<file path="src/sv/nearest_note_cents_meter_top_defines.svh">
// Assertion macros for the nearest note cents meter.
// Expect clk and rst_n in the scope of every use.
`ifndef NEAREST_NOTE_CENTS_METER_TOP_DEFINES_SVH
`define NEAREST_NOTE_CENTS_METER_TOP_DEFINES_SVH
`ifndef SYNTH
`define NNCM_ASSERT(lbl, prop) \
  lbl: assert property (@(posedge clk) disable iff (!rst_n) (prop)) \
    else $error("nncm assertion failed");
`define NNCM_NEVER(lbl, cond) \
  lbl: assert property (@(posedge clk) disable iff (!rst_n) !(cond)) \
    else $error("nncm forbidden condition");
`else
`define NNCM_ASSERT(lbl, prop)
`define NNCM_NEVER(lbl, cond)
`endif
`endif

</file>
<file path="src/sv/nncm_pkg.sv">
// Shared constants, types and functions of the nearest note cents meter.
// No dependencies.
`default_nettype none
package nncm_pkg;
  localparam int NOTE_COUNT = 96;
  localparam int IDX_W = 7;
  localparam int FREQ_W = 20;
  localparam int NV_W = 21;
  localparam int A4_W = 9;
  localparam int LOG_FRAC = 24;
  localparam int STEP_W = 5;
  localparam int BAR_LAMPS = 50;
  localparam int BAR_HALF = BAR_LAMPS / 2;
  localparam int FIFO_DEPTH = 2;
  localparam logic [A4_W-1:0] A4_RESET = 9'd440;
  localparam logic [15:0] RECIP5 = 16'd52429;

  typedef struct packed {
    logic              vld;
    logic [FREQ_W-1:0] freq;
  } nncm_item_t;

  function automatic logic [16:0] semitone_ratio(input logic [3:0] k);
    logic [16:0] r;
    case (k)
      4'd0:    r = 17'd38968;
      4'd1:    r = 17'd41285;
      4'd2:    r = 17'd43740;
      4'd3:    r = 17'd46341;
      4'd4:    r = 17'd49097;
      4'd5:    r = 17'd52016;
      4'd6:    r = 17'd55109;
      4'd7:    r = 17'd58386;
      4'd8:    r = 17'd61858;
      4'd9:    r = 17'd65536;
      4'd10:   r = 17'd69433;
      4'd11:   r = 17'd73562;
      default: r = 17'd0;
    endcase
    return r;
  endfunction

  // a4 * ratio, right shift by (12 - octave), rounding half up
  function automatic logic [NV_W-1:0] note_value(input logic [A4_W-1:0] a4,
                                                 input logic [3:0] k,
                                                 input logic [2:0] oct);
    logic [25:0] p;
    logic [3:0]  sh;
    logic [25:0] t;
    logic [25:0] u;
    p = 26'(a4) * 26'(semitone_ratio(k));
    sh = 4'd11 - 4'(oct);
    t = p >> sh;
    u = (t + 26'd1) >> 1;
    return u[NV_W-1:0];
  endfunction

  function automatic logic [STEP_W-1:0] msb_pos(input logic [NV_W-1:0] x);
    logic [STEP_W-1:0] pos;
    pos = '0;
    for (int b = 0; b < NV_W; b++) begin
      if (x[b]) pos = STEP_W'(b);
    end
    return pos;
  endfunction
endpackage
`default_nettype wire

</file>
<file path="src/sv/nncm_front.sv">
// Input side: accepts pitch transactions, drops zero pitch, queues the rest.
// Depends on nncm_pkg.
`default_nettype none
`include "nearest_note_cents_meter_top_defines.svh"
module nncm_front import nncm_pkg::*; (
  input  wire logic              clk,
  input  wire logic              rst_n,
  input  wire logic              in_push,
  output logic                   in_full,
  input  wire logic [FREQ_W-1:0] in_frequency_q8,
  output nncm_item_t             item,
  input  wire logic              item_take
);
  logic [FREQ_W-1:0] mem_r [FIFO_DEPTH];
  logic              wp_r, wp_nxt, rp_r, rp_nxt;
  logic [1:0]        cnt_r, cnt_nxt;
  logic              wr, rd;

  assign in_full = (cnt_r == 2'(FIFO_DEPTH));
  assign wr = in_push && !in_full && (in_frequency_q8 != '0);
  assign rd = item_take && (cnt_r != 2'd0);
  assign item.vld = (cnt_r != 2'd0);
  assign item.freq = mem_r[rp_r];

  always_comb begin
    wp_nxt = wr ? !wp_r : wp_r;
    rp_nxt = rd ? !rp_r : rp_r;
    cnt_nxt = cnt_r + 2'(wr) - 2'(rd);
  end

  always_ff @(posedge clk) begin
    if (!rst_n) begin
      wp_r <= 1'b0;
      rp_r <= 1'b0;
      cnt_r <= 2'd0;
    end else begin
      wp_r <= wp_nxt;
      rp_r <= rp_nxt;
      cnt_r <= cnt_nxt;
    end
  end

  always_ff @(posedge clk) begin
    if (wr) mem_r[wp_r] <= in_frequency_q8;
  end

  `NNCM_NEVER(a_fifo_over, cnt_r > 2'(FIFO_DEPTH))
endmodule
`default_nettype wire

</file>
<file path="config.mk">
export PLATFORM = sky130hd
export DESIGN_NAME = nncm_front
export DESIGN_NICKNAME = d
export VERILOG_FILES = /design/src/sv/nncm_pkg.sv /design/src/sv/nncm_front.sv
export VERILOG_INCLUDE_DIRS = /design/src /design/src/sv
export SDC_FILE = /design/constraint.sdc
export NUM_CORES = 1
export LEC_CHECK = 0
export BUFFER_PORTS_ARGS = -buffer_cell sky130_fd_sc_hd__buf_2
export CAP_MARGIN = 5
export CORE_UTILIZATION = 45
export CTS_BUF_LIST = sky130_fd_sc_hd__clkbuf_4
export CTS_CLUSTER_SIZE = 16
export DETAILED_ROUTE_END_ITERATION = 10
export GPL_TIMING_DRIVEN = 0
export PLACE_DENSITY = 0.72
export SYNTH_ARGS = -nofsm -noshare
export SYNTH_HDL_FRONTEND = slang
export SYNTH_SLANG_ARGS = --single-unit
</file>
<file path="constraint.sdc">
create_clock -name clk -period 1.8 [get_ports clk]
set_input_delay 0.45 -clock clk [delete_from_list [all_inputs] [get_ports clk]]
set_output_delay 0.45 -clock clk [all_outputs]
set_load 0.03 [all_outputs]
</file>
==> metrics.md, run 1 <==
| Metric | Value |
|---|---|
| Status | `complete, but fails checks` |
| Violated checks | `negative setup slack` |
| Die width | `~65 µm` |
| Post-synth top area cell | `edfxtp_1` |
| Max Cap Viol | `0` |
| Via count of the first global-routing pass | `between 1,000 and 1,500` |
| Most frequent cell after synthesis | `edfxtp_1` |
| Crit path required time | `~1.4 ns` |
| CP Cell Sequence | `clkbuf_16, mux2_4, buf_6` |
| Routed len/inst | `~17 µm` |
| CTS tree | `built` |
| Endpoint type of the worst setup path | `primary output` |
| Top achievable clock speed | `about 540 MHz` |
| Share of layout cells above drive strength 1 | `0.604` |
| DRT iter0 DRCs | `32` |
| Max_slew headroom | `0.771` |
| # hold bufs at CTS | `0` |
| Crit-path max FO | `5` |
| Dpl hpwl | `2.24 mm` |
| Top cell type's share of synthesized area | `0.683` |
| Layout area overhead | `42.5%` |
| First-pass GRT wire length | `slightly below 5 mm` |
| Pwr dens | `about 1400 nW/µm²` |
| Initial antenna violation count | `0` |
| TritonCTS Buffers | `5` |
| Worst-Margin Slew | `approximately 0.34 ns` |
| Number of synthesized register bits | `45` |
| Max clock buf depth | `2` |
| Fin Setup TNS | `-0.769 ns` |
| Post-synth EDFFs | `40` |
| Root Buffer | `clkbuf_4` |
| Ys flop type | `edfxtp_1` |
| Worst Clk Skew | `0.0141 ns` |
| Post-DRT Antenna Nets | `0` |
| Final setup fails | `21` |
| Synth Cell Area | `1760 µm²` |
| Power Total | `approximately 0.0035 W` |
| Post-route insts no fill | `207` |
| Post-detailed-route DRC marker count | `0` |
| Clock transition at path regs | `about 0.13 ns` |
| Global route total overflow | `0` |
| CP max-delay cell | `dfxtp_4` |
| DR pass1 iterations | `4` |
| HP Class | `in2reg` |
| Vias | `between 1,000 and 1,500` |
| Die height | `64.5 µm` |
| RSZ-0062 raised after global routing | `yes` |
| Worst Slack Setup Final | `-0.0472 ns` |
| Synth top area cells | `edfxtp_1, mux2_2, dfxtp_1, nor4_2, xnor2_1` |
| Crit path buf inv count | `2` |
| Core area | `between 3000 and 4000 µm²` |
| Ys Warns | `0` |
| Dpl cells | `a little under 200` |
| Initial Util | `0.473` |
| Clock latency on the worst-skew pair | `approximately 0.36 ns` |
| H-tree levels | `2` |
| Ys async rst share | `0` |
| Max incr delay on CP | `roughly 0.43 ns` |
| Fillers | `264` |
| Post-Syn Nets | `124` |
| Post-Syn Area per Cell | `18.0 µm²` |
| Clock tree sinks | `45` |
| Synth top cells by count | `edfxtp_1, mux2_2, dfxtp_1` |
| Peak VDD IR | `roughly 0.81 mV` |
| Global Route Usage Sum | `0.167` |
| CP top delay family | `flip-flops` |
| Post-synthesis cell type count | `21` |
| Final wirelength | `approximately 3.5 mm` |
| Mapped Cells | `98` |
| Rows | `22` |
| Crit Path Category | `reg2out` |
| RePlAce Congestion | `slightly below 0.7` |
| Final Net Count | `roughly 180` |
| Final Slew Violations | `0` |
| Sequential area share after synthesis | `0.740` |
| Final Cycle Share | `1.03` |
| I/O pins | `46` |
| Final Hold Viols | `0` |
| Ant. Diodes | `0` |
| Leakage | `0.970 nW` |
| Min Hold Slack | `~0.29 ns` |
| Largest net degree at the start of global routing | `15` |
| Vias per cell | `slightly above 5` |
| Setup crit start kind | `flop` |
| Fin crit period | `roughly 1.8 ns` |
| Die area | `roughly 4200 µm²` |
| Critical Path AT | `roughly 1.4 ns` |
| Port Buf Inserts | `45` |
## through the flow
stage,setup slack [ns],util,area [µm²]
3_5_place_dp,-0.496,0.570,2120
4_1_cts,-0.0552,0.633,2350
6_report,-0.0472,0.675,2510
5_1_grt,-0.0994,0.675,2510
2_1_floorplan,-0.157,-,1800
3_3_place_gp,-0.760,0.561,2090
## registers in the layout, summed over array words and instances (netlist names), named ones only
| name | count |
|---|---|
| wp_r | 1 |
| mem_r | 40 |
| cnt_r | 2 |
| rp_r | 1 |
## final cells by class
cell class / instances / area [µm²] / share of cell area
Timing Repair Buffer: 53 / 460 / 0.184
Inverter: 3 / 11.3 / 0.00449
Tap cell: 48 / 60.1 / 0.0240
Multi-Input combinational cell: 48 / 586 / 0.234
Sequential cell: 45 / 1310 / 0.520
Clock inverter: 3 / 17.5 / 0.00699
Buffer: 2 / 30.0 / 0.0120
Clock buffer: 5 / 37.5 / 0.0150
## power by group
part | switching [W] | internal (W) | total (W)
logic | 0.000805 | 0.000801 | 0.00161
registers | 0.0000921 | 0.00137 | 0.00146
clock network | 0.000321 | 0.000148 | 0.000469
## final timing paths
| path | from | endpoint | slack (ns) | cells after the start |
|---|---|---|---|---|
| worst max-delay path | flop | item[19] | -0.05 | 3 |
| worst max register to register | cnt_r[1] | cnt_r[1] | 0.03 | 8 |
| worst min register to register | rp_r | rp_r | 0.58 | 2 |
| worst min-delay path | in_frequency_q8[9] | mem_r[0][9] | 0.29 | 1 |
## per-layer routing
| layer | part of all wire | global-route usage | routed length (µm) |
|---|---|---|---|
| met5 | 0 | 0 | 0 |
| met4 | 0.015 | 0.0667 | 52 |
| met3 | 0.043 | 0.0475 | 152 |
| met2 | 0.54 | 0.304 | 1900 |
| met1 | 0.40 | 0.182 | 1420 |
## worst register-to-register path: stages, from the launching register on
cell and delay [ns]:
dfxtp_1 0.36, or2_1 0.25, and2_4 0.17, ha_1 0.26, inv_1 0.04, ha_2 0.17, xnor2_2 0.14, xnor2_1 0.13
and2_1 0.15
## cell usage in the layout (no fill, tap or decap), types with 3 or more instances in the layout
cell and instances:
buf_8 4, buf_2 25, inv_1 3, buf_6 20
edfxtp_1 40, clkbuf_4 5, mux2_4 20, nand2_1 3
dfxtp_1 4, buf_4 4, nor4_4 4
## cells by family (layout without fill, tap and decap cells)
kind of cell | Yosys count | in the layout | share of synthesized area
adder cells (fa/ha/maj) | 2 | 2 | 0.0142
flip-flops | 45 | 45 | 0.740
AND/OR/NAND/NOR | 19 | 19 | 0.0733
XOR/XNOR | 3 | 3 | 0.0149
AO/OA/AOI/OAI | 4 | 4 | 0.0178
multiplexers | 20 | 20 | 0.128
buffers and inverters | 5 | 66 | 0.0121
## timing repair
action,CTS,global route
hold endpoints to repair,0,0
endpoints found under the setup margin,21,21
gates cloned,0,2
gates resized for setup,51,23
pin swaps,2,5
buffers inserted,2,2
Note: power is estimated with default switching activity, not from simulation.
==> run 2, diff against run 1 <==
==> constraint.sdc (replaced) <==
create_clock -name clk -period 1.8 [get_ports clk]
set_input_delay 0.09 -clock clk [delete_from_list [all_inputs] [get_ports clk]]
set_output_delay 0.09 -clock clk [all_outputs]
set_load 0.03 [all_outputs]
==> metrics.md, run 2 (synthesized netlist as in run 1, its figures left out) <==
| Metric | Value |
|---|---|
| Clock tree sinks | `45 (unchanged)` |
| Worst-Margin Slew | `0.539 ns (was 0.343 ns)` |
| R2R Path Start | `cnt_r[0] (was cnt_r[1])` |
| Design area | `2390 µm² (was 2510 µm²)` |
| Final Cycle Share | `0.962 (was 1.03)` |
| Root Buffer | `clkbuf_4 (unchanged)` |
| Core area | `3720 µm² (unchanged)` |
| Die height | `64.5 µm (unchanged)` |
| Hold path endpoint | `cnt_r[0] (was mem_r[0][9])` |
| Worst Clk Skew | `0.0130 ns (was 0.0141 ns)` |
| Top reg by flops | `mem_r (unchanged)` |
| Ant. Diodes | `0 (unchanged)` |
| Pre-CTS WS | `-0.196 ns (was -0.496 ns)` |
| Crit Path Category | `reg2reg (was reg2out)` |
| Final wirelength | `3.33 mm (was 3.52 mm)` |
| H-tree levels | `2 (unchanged)` |
| Global route total overflow | `0 (unchanged)` |
| Biggest regs | `mem_r: 40 flops, cnt_r: 2 flops (unchanged)` |
| Critical Path AT | `1.99 ns (was 1.40 ns)` |
| Clock transition at path regs | `0.12 ns (was 0.13 ns)` |
| Final Slew Violations | `0 (unchanged)` |
| Port Buf Inserts | `45 (unchanged)` |
| Setup crit start kind | `flop (unchanged)` |
| CP Cell Sequence | `or2_1, and2_4, ha_1, inv_1, ha_2, xnor2_2, xnor2_1, and2_1 (was clkbuf_16, mux2_4, buf_6)` |
| Post-detailed-route DRC marker count | `0 (unchanged)` |
| Rows | `22 (unchanged)` |
| Hold_sp | `rst_n (was in_frequency_q8[9])` |
| Clock latency on the worst-skew pair | `0.36 ns (about the same)` |
| CTS tree | `built (unchanged)` |
| CP max-delay cell | `dfxtp_2 (was dfxtp_4)` |
| Post-DRT Antenna Nets | `0 (unchanged)` |
| Share of layout cells above drive strength 1 | `0.514 (was 0.604)` |
| Global Route Usage Sum | `0.180 (was 0.167)` |
| Worst Slack Setup Final | `0.0686 ns (was -0.0472 ns)` |
| Commonest non-fill, non-tap cells in the layout | `buf_2, edfxtp_1, mux2_2, dlygate4sd3_1, clkbuf_4 (was edfxtp_1, buf_2, mux2_4, buf_6, clkbuf_4)` |
| Flop2flop setup slack | `0.07 ns (was 0.03 ns)` |
| Vias | `1,094 (was 1,066)` |
| Max reg flops | `40 (unchanged)` |
| Leakage | `0.912 nW (was 0.970 nW)` |
| Vias per cell | `4.91 (was 5.15)` |
| Die area | `4160 µm² (unchanged)` |
| Initial Util | `0.473 (unchanged)` |
| Worst R2R Path Depth | `8 (unchanged)` |
| Layout area overhead | `35.8% (was 42.5%)` |
| Fin crit period | `1.73 ns (was 1.85 ns)` |
| Die width | `64.5 µm (unchanged)` |
| Min-Delay Path Depth | `2 (was 1)` |
| First-pass GRT wire length | `5.35 mm (was 4.94 mm)` |
| Crit path required time | `2.05 ns (was 1.35 ns)` |
| Dpl hpwl | `2.25 mm (was 2.24 mm)` |
| Pwr dens | `1360 nW/µm² (was 1410 nW/µm²)` |
| R2R Path End | `cnt_r[1] (unchanged)` |
| I/O pins | `46 (unchanged)` |
| RePlAce Congestion | `0.634 (was 0.682)` |
| Largest net degree at the start of global routing | `14 (was 15)` |
| Max incr delay on CP | `0.35 ns (was 0.43 ns)` |
| DRT iter0 DRCs | `35 (was 32)` |
| Commonest non-fill, non-tap cell in the layout | `buf_2 (was edfxtp_1)` |
| Final setup fails | `0 (was 21)` |
| Via count of the first global-routing pass | `1,174 (was 1,074)` |
| Max Cap Viol | `0 (unchanged)` |
| Peak VDD IR | `0.725 mV (was 0.808 mV)` |
| Placed inst area | `2080 µm² (was 2120 µm²)` |
| Max clock buf depth | `2 (unchanged)` |
| Crit-path max FO | `3 (was 5)` |
| Initial antenna violation count | `0 (unchanged)` |
| Endpoint type of the worst setup path | `flop (was primary output)` |
| Max_slew headroom | `0.640 (was 0.771)` |
| Top achievable clock speed | `578 MHz (was 541 MHz)` |
| Routed len/inst | `14.9 µm (was 17.0 µm)` |
| DR pass1 iterations | `4 (unchanged)` |
| HP Class | `in2reg (unchanged)` |
| Final Hold Viols | `0 (unchanged)` |
| Status | `finished clean (was complete, but fails checks)` |
| Final Net Count | `200 (was 184)` |
| TritonCTS Buffers | `5 (unchanged)` |
## run 2: cell count changes in the layout (fill, tap and decap cells not counted), moves of 3 or more
cell and change:
buf_2 +22, buf_6 -20, dlygate4sd3_1 +20, mux2_2 +20, mux2_4 -20, nor4_2 +3, nor4_4 -4
## run 2: per-stage QoR
stage               total power [W]  utilization  setup TNS (ns)  instances  hold WS, ns
floorplan                   0.00224            -           -2.80         98        0.189
global placement            0.00250        0.550          -20.87        191        0.294
detailed placement          0.00258        0.560          -0.239        193        0.300
CTS                         0.00321        0.635               0        221       0.0103
global route                0.00341        0.643        -0.00223        223      0.00785
finish                      0.00325        0.643               0        223      0.00901
## run 2: cell type report
class	count	area, µm²
fillers	279	1330
flip-flops and latches	45	1300
repair buffers	69	470
multi-input cells	48	454
well taps	48	60.1
clock buffers	6	45.0
clock inverters	2	33.8
inverters	3	11.3
plain buffers	2	10.0
## run 2: per-layer routing
| layer | vias up | wire (µm) | GRT usage |
|---|---|---|---|
| met2 | 32 | 1830 | 0.328 |
| met4 | 0 | 97 | 0.111 |
| li1 | 527 | - | - |
| met1 | 525 | 1250 | 0.188 |
| met3 | 10 | 149 | 0.0352 |
| met5 | - | 0 | 0 |
## run 2: worst max-delay path by stage
stage                       start     endpoint  slack, ns  cells past startpoint
6_report                 cnt_r[0]     cnt_r[1]       0.07                      8
2_1_floorplan            cnt_r[0]  mem_r[1][0]      -0.07                      3
4_1_cts                  cnt_r[1]     cnt_r[1]      0.008                      8
3_3_place_gp             cnt_r[0]  mem_r[0][0]      -0.52                      3
3_5_place_dp   in_frequency_q8[4]     cnt_r[1]      -0.20                     10
5_1_grt                  cnt_r[0]     cnt_r[1]     -0.002                      8
## run 2: timing repair
| item | in CTS | in global routing |
|---|---|---|
| hold buffers | 20 | 0 |
| setup buffers | 0 | 2 |
| resized for setup | 1 | 4 |
| endpoints found under the setup margin | 1 | 1 |
| hold endpoints to repair | 40 | 0 |
| pin swaps | 0 | 2 |
## run 2: worst max-delay path: cells and delay by family, from the launching register on
| family | cells | cell delay [ns] |
|---|---|---|
| buffers and inverters | 1 | 0.04 |
| DFF | 1 | 0.35 |
| and+or+nand+nor | 3 | 0.53 |
| adders and majority gates | 2 | 0.45 |
| xor gates and xnor gates | 2 | 0.25 |
## run 2: where the power goes
part           switching [W]  leakage (nW)  internal (W)  total, W
Combinational       0.000726         0.453      0.000489   0.00122
Sequential         0.0000630         0.416       0.00137   0.00143
Clock               0.000304        0.0433      0.000304  0.000608
Total                0.00109         0.912       0.00216   0.00325
